==> src/hdl/pfq_pkg.sv <==
// Shared constants, codes and types for the priority frame queue.
`default_nettype none
package pfq_pkg;

  localparam int PRIORITIES  = 8;
  localparam int QUEUE_DEPTH = 256;
  localparam int TAG_WIDTH   = 16;

  localparam int TAG_PORT_W  = 16;
  localparam int FBITS_W     = 14;
  localparam int FCNT_W      = 16;
  localparam int FWDB_W      = 32;

  localparam int PRIO_W      = (PRIORITIES > 1) ? $clog2(PRIORITIES) : 1;
  localparam int PTR_W       = $clog2(QUEUE_DEPTH);
  localparam int CNT_W       = $clog2(QUEUE_DEPTH + 1);
  localparam int BT_W        = $clog2(QUEUE_DEPTH * (2 ** FBITS_W - 1) + 1);
  localparam int TC_W        = $clog2(PRIORITIES * QUEUE_DEPTH + 1);
  localparam int TB_W        = $clog2(PRIORITIES * QUEUE_DEPTH * (2 ** FBITS_W - 1) + 1);
  localparam int STORE_TAG_W = (TAG_WIDTH < TAG_PORT_W) ? TAG_WIDTH : TAG_PORT_W;
  localparam int ENTRY_W     = STORE_TAG_W + FBITS_W;
  localparam int ADDR_W      = PRIO_W + PTR_W;

  typedef enum logic [2:0] {
    CMD_INSERT   = 3'd0,
    CMD_FORWARD  = 3'd1,
    CMD_POP      = 3'd2,
    CMD_POP_PRIO = 3'd3,
    CMD_QUERY    = 3'd4
  } cmd_t;

  localparam logic [1:0] ERR_OK       = 2'd0;
  localparam logic [1:0] ERR_BAD_PRIO = 2'd1;
  localparam logic [1:0] ERR_FULL     = 2'd2;

  localparam int CFG_IDX_W = 2;
  localparam logic [CFG_IDX_W-1:0] CFG_NONSTRICT = 2'd0;
  localparam logic [CFG_IDX_W-1:0] CFG_POP_ONLY  = 2'd1;

  typedef enum logic [1:0] {
    ST_IDLE,
    ST_EXEC,
    ST_READ,
    ST_RESP
  } state_t;

  typedef struct packed {
    logic              found;
    logic              credited;
    logic [PRIO_W-1:0] q;
  } sel_t;

endpackage
`default_nettype wire

==> src/hdl/pfq_prio_select.sv <==
// Pop arbitration: credited search first when nonstrict is set, then plain strict priority unless pop_only is set.
`default_nettype none
module pfq_prio_select (
  input  wire logic [pfq_pkg::PRIORITIES-1:0] avail,
  input  wire logic [pfq_pkg::PRIORITIES-1:0] credit,
  input  wire logic                           nonstrict,
  input  wire logic                           pop_only,
  output pfq_pkg::sel_t                       sel
);
  import pfq_pkg::*;

  logic              cred_found;
  logic [PRIO_W-1:0] cred_q;
  logic              any_found;
  logic [PRIO_W-1:0] any_q;

  // scan from lowest priority up so index 0 wins last
  always_comb begin
    cred_found = 1'b0;
    cred_q     = '0;
    any_found  = 1'b0;
    any_q      = '0;
    for (int i = PRIORITIES - 1; i >= 0; i--) begin
      if (credit[i]) begin
        cred_found = 1'b1;
        cred_q     = PRIO_W'(i);
      end
      if (avail[i]) begin
        any_found = 1'b1;
        any_q     = PRIO_W'(i);
      end
    end
  end

  always_comb begin
    sel = '0;
    if (nonstrict && cred_found) begin
      sel.found    = 1'b1;
      sel.credited = 1'b1;
      sel.q        = cred_q;
    end else if (!pop_only && any_found) begin
      sel.found    = 1'b1;
      sel.credited = 1'b0;
      sel.q        = any_q;
    end
  end

endmodule
`default_nettype wire

==> config.mk <==
export PLATFORM = sky130hd
export DESIGN_NAME = pfq_prio_select
export DESIGN_NICKNAME = d
export VERILOG_FILES = /design/src/hdl/pfq_pkg.sv /design/src/hdl/pfq_prio_select.sv
export SDC_FILE = /design/constraint.sdc
export NUM_CORES = 1
export LEC_CHECK = 0
export ABC_CLOCK_PERIOD_IN_PS = 1700
export BUFFER_PORTS_ARGS = -buffer_cell sky130_fd_sc_hd__buf_2
export CAP_MARGIN = 10
export CORE_AREA = 3 3 40 42
export DETAILED_ROUTE_END_ITERATION = 10
export DIE_AREA = 0 0 43 45
export SLEW_MARGIN = 20
export SYNTH_ARGS = -nofsm -noshare
export SYNTH_HDL_FRONTEND = slang
export SYNTH_SLANG_ARGS = --single-unit
==> constraint.sdc <==
create_clock -name vclk -period 1.7
set_clock_uncertainty 0.1 [all_clocks]
set_input_delay 0.255 -clock vclk [all_inputs]
set_output_delay 0.255 -clock vclk [all_outputs]
set_load 0.03 [all_outputs]
==> key figures, run 1 <==
Status
  • Outcome: finished with violations
  • Failing checks: setup timing

Critical path
  • Crit path max-delay family: simple AND/OR/NAND/NOR gates
  • Worst-path cell chain: buf_6 -> or4_4 -> o21ai_4 -> nand2_2 -> o32ai_4 -> buf_6
  • Crit path buf inv count: 2
  • Crit Path Category: input port to output port
  • Worst Path Max Fanout: 3
  • Worst Setup Start Kind: input port
  • CP max-delay cell: or4_4
  • Worst Path Arrival: 1640 ps
  • Critical path's largest stage delay: 550 ps
  • Data required, critical path: 1340 ps
  • CP endpoint kind: output port
  • Crit path top cell by count: buf_6

Timing
  • Worst-margin pin slew: 384 ps
  • Highest clock rate: 502 MHz
  • Unrepaired setup endpoints after global routing: true
  • Slew HR: 0.742
  • Setup WS post-layout: -294 ps
  • Slew Limit Fails: 0
  • Period minus WS final: 1990 ps
  • # setup viols final: 4
  • Final worst-path cycle share: 1.17
  • Hold Vio Cnt, Final: 0

Synth
  • Mapped Cells: 34
  • Syn avg cell area: 6.18 sq um
  • Warnings, synthesis: 0
  • Sequential share of the synthesized area: 0
  • Yosys cell types: 16
  • Mapped Nets: 52
  • Syn Std Cell Area: 210 sq um

Floorplanning
  • Initial core utilization: 0.164
  • FP Rows: 13
  • Ports: 23
  • Die H: 45 microns
  • Core area: 1280 sq um
  • Die Wd: 43 microns
  • Die area: 1940 sq um

Detailed routing
  • Wire length per cell: 11.8 microns
  • Routed WL: 1010 microns
  • ANT nets after route: 0
  • Initial DRC count: 0
  • Drt first pass iters: 1
  • Vias: 407
  • Remaining routing DRC violations: 0
  • Via/cell ratio: 4.79

Finish
  • Fill cells: 131
  • Diodes inserted: 0
  • Post-layout nets: 90
  • Most frequent cells in the layout: buf_2, buf_4, buf_6
  • CLK BUF: 0
  • Finished layout cell area: 551 sq um
  • Fraction of layout cells with a size suffix above 1: 0.671
  • FFs & Latches: 0
  • Layout area overhead: 162%
  • Register cell area after layout: 0 sq um
  • Most common cell after layout, fill and taps aside: buf_2

Global routing
  • Grt total ovfl: 0
  • First-pass GRT wire length: 1680 microns
  • GRT Resource Usage Total: 0.107
  • Vias in the first global route: 455
  • Initial antenna violation count: 0
  • Pin count of the biggest net entering global routing: 4

Power and ir drop
  • Combinational share of power: 1.000
  • Worst vdd ir: 0.124 mV
  • Sequential Power Share: 0
  • Int Pwr: 74.6 uW
  • Net Sw Frac: 0.475
  • Pleak: 0.000258 uW
  • Pwr dens: 258 nW/um^2
  • Power Total: 142 uW
  • Clk network pwr share: 0
  • Psw: 67.4 uW

Placed design
  • Post-Place Cell Area: 462 sq um
  • GP Congestion: 0.745
  • Port buffer count: 23
  • Hpwl dp: 744 microns

Hold path
  • HP Class: input port to output port

Flow run
  • Max Cap Viol: 0
[final cells by class]
type | instances | area, sq um | area share
multi-input combinational | 29 | 238 | 0.432
inverter | 5 | 21.3 | 0.0386
timing repair buffer | 36 | 273 | 0.495
tap | 15 | 18.8 | 0.0341
[path summary, 6_finish.rpt]
kind	start	end	cells past startpoint	slack, ps
setup / recovery	credit[4]	sel[0]	6	-290
hold / removal	avail[0]	sel[0]	3	730
[synth_stat cells]
cell	n	area, sq um
o22ai_1	1	6.26
nor2_1	5	18.8
inv_2	1	3.75
nor4_1	2	12.5
nand2_2	1	6.26
inv_1	4	15.0
a21oi_1	7	35.0
or2_1	1	6.26
o32ai_2	1	16.3
or4_4	2	22.5
nor3_1	2	10.0
nor3b_1	1	7.51
o21ai_4	1	16.3
o21ai_0	1	5.00
nand2b_1	1	6.26
o31ai_1	3	22.5
[power by group through the flow]
stage	clock, uW	combinational, uW	sequential, uW
3_5_place_dp	0	117	0
6_report	0	142	0
4_1_cts	0	129	0
5_1_grt	0	153	0
2_1_floorplan	0	51.2	0
3_3_place_gp	0	115	0
[tightest hold or removal path, delay by kind of cell]
kind | cells | cell delay, ps
compound gates | 1 | 90
buf+inv | 2 | 230
[stage by stage]
stage	util	setup slack, ps	std cells	hold slack, ps	TNS (ps)
floorplan	-	-209	34	529	-466
global placement	0.359	-312	85	768	-980
detailed placement	0.359	-339	85	763	-1050
CTS	0.389	-294	85	765	-850
global route	0.428	-348	85	747	-1070
finish	0.428	-294	85	735	-901
[repair_timing]
action | in CTS | in global routing
hold buffers | 0 | 0
resized for setup | 11 | 13
pin swaps | 2 | 3
setup buffers | 0 | 1
endpoints found under the hold margin | 0 | 0
setup endpoints to repair | 4 | 5
[per-layer routing]
metal,vias up,routed length [microns],global-route usage
met3,0,89,0.0120
met4,0,0,0
met5,-,0,0
met2,20,565,0.251
met1,184,350,0.100
li1,203,-,-
[logic make-up after synthesis]
logic type | synth area share
simple gates | 0.429
buf+inv | 0.0892
compound gates | 0.482
No activity file was read; power rests on OpenSTA's default activity.
==> inputs of run 2 (changes only) <==
- BUFFER_PORTS_ARGS: -buffer_cell sky130_fd_sc_hd__buf_2 -> not set
- DONT_BUFFER_PORTS: not set -> 1
==> key figures, run 2 (same netlist as run 1, synthesis figures left out) <==
Status
  • Outcome: finished with violations
  • Failing checks: setup timing

Floorplanning
  • Initial core utilization: 0.164 (unchanged)
  • Core area: 1280 sq um (unchanged)
  • Die H: 45 microns (unchanged)
  • Ports: 23 (unchanged)
  • Die Wd: 43 microns (unchanged)
  • Die area: 1940 sq um (unchanged)
  • FP Rows: 13 (unchanged)

Critical path
  • Crit path buf inv count: 1 (-1)
  • Critical path's largest stage delay: 540 ps (about the same)
  • Worst-path cell chain: or4_4 -> o21ai_4 -> nand2_2 -> o32ai_4 -> buf_12
  • Worst Path Max Fanout: 3 (unchanged)
  • Worst Setup Start Kind: input port
  • Data required, critical path: 1340 ps (about the same)
  • Crit Path Category: input port to output port
  • Crit path max-delay family: simple AND/OR/NAND/NOR gates
  • CP endpoint kind: output port
  • Worst Path Arrival: 1510 ps (-130 ps)
  • CP max-delay cell: or4_4

Power and ir drop
  • Sequential Power Share: 0 (unchanged)
  • Clk network pwr share: 0 (unchanged)
  • Worst vdd ir: 0.107 mV (-14%)
  • Combinational share of power: 1.000 (about the same)
  • Net Sw Frac: 0.521 (+0.0459)
  • Power Total: 78.0 uW (-45%)
  • Psw: 40.6 uW (-40%)
  • Int Pwr: 37.4 uW (-50%)
  • Pleak: 0.000114 uW (-56%)
  • Pwr dens: 245 nW/um^2 (-4.8%)

Global routing
  • Grt total ovfl: 0 (unchanged)
  • Vias in the first global route: 275 (-40%)
  • Pin count of the biggest net entering global routing: 5 (+1)
  • Initial antenna violation count: 0 (unchanged)
  • GRT Resource Usage Total: 0.0630 (-0.0439)
  • First-pass GRT wire length: 986 microns (-41%)

Finish
  • FFs & Latches: 0 (unchanged)
  • Layout Utilization: 0.247 (-0.181)
  • Fraction of layout cells with a size suffix above 1: 0.350 (-0.321)
  • Layout area overhead: 51.2%
  • Post-layout nets: 60 (-33%)
  • Diodes inserted: 0 (unchanged)
  • Finished layout cell area: 318 sq um (-42%)
  • CLK BUF: 0 (unchanged)
  • Fin cells: 55 (-35%)
  • Most common cell after layout, fill and taps aside: a21oi_1
  • Most frequent cells in the layout: a21oi_1, nor2_1, inv_1, buf_4, o31ai_1
  • Register cell area after layout: 0 sq um (unchanged)

Timing
  • Final worst-path cycle share: 1.09 (-0.0783)
  • Setup WS post-layout: -160 ps (+133 ps)
  • Slew HR: 0.692 (-0.0498)
  • Hold Vio Cnt, Final: 0 (unchanged)
  • Unrepaired setup endpoints after global routing: true
  • Highest clock rate: 537 MHz (+7.2%)
  • Worst-margin pin slew: 458 ps (+74.1 ps)
  • # setup viols final: 3 (-1)
  • Period minus WS final: 1860 ps (-133 ps)
  • Hold_ws: 611 ps (-124 ps)
  • Slew Limit Fails: 0 (unchanged)

Detailed routing
  • Vias: 275 (-32%)
  • ANT nets after route: 0 (unchanged)
  • Routed WL: 691 microns (-31%)
  • Drt first pass iters: 2 (+1)
  • Wire length per cell: 12.6 microns (+6.3%)
  • Remaining routing DRC violations: 0 (unchanged)
  • Via/cell ratio: 5.00 (+4.4%)
  • Initial DRC count: 2 (+2)

Placed design
  • GP Congestion: 0.699 (-6.1%)
  • Inst Count DP: 54 (-36%)
  • Post-Place Cell Area: 299 sq um (-35%)
  • Port buffer count: 0 (-100%)
  • Hpwl dp: 586 microns (-21%)

Flow run
  • Max Cap Viol: 0 (unchanged)

Hold path
  • HP Class: input port to output port
[run 2: final timing paths]
| kind | cells after the start | endpoint | start | slack [ps] |
|---|---|---|---|---|
| worst min-delay path | 2 | sel[2] | nonstrict | 610 |
| worst max-delay path | 5 | sel[0] | credit[3] | -160 |
[run 2: timing repair]
action                                  in CTS  in global routing
hold buffers                                 0                  0
gates resized for setup                      1                  1
buffers inserted                             1                  0
endpoints found under the setup margin       3                  4
[run 2: metal layers]
metal	up-vias	wire length, microns	part of all wire	GRT usage
li1	142	-	-	-
met1	110	287	0.42	0.0881
met2	23	286	0.41	0.111
met3	0	117	0.17	0.00797
met4	0	0	0	0
met5	-	0	0	0
[run 2: area by class of cell]
type / instances / area [sq um]
Fill cell: 142 / 967
Timing Repair Buffer: 6 / 61.3
Inverter: 5 / 18.8
Tap cell: 15 / 18.8
Multi-Input combinational cell: 29 / 219
[run 2: per-stage QoR]
| step | setup TNS [ps] | setup WS [ps] |
|---|---|---|
| floorplan | -466 | -209 |
| global placement | -303 | -165 |
| detailed placement | -310 | -170 |
| CTS | -428 | -171 |
| global route | -585 | -209 |
| finish | -429 | -160 |
[run 2: power by group through the flow]
stage | logic (uW) | registers, uW | clock network, uW
6_report | 78.0 | 0 | 0
3_5_place_dp | 71.8 | 0 | 0
5_1_grt | 84.3 | 0 | 0
2_1_floorplan | 51.2 | 0 | 0
3_3_place_gp | 71.7 | 0 | 0
4_1_cts | 75.2 | 0 | 0
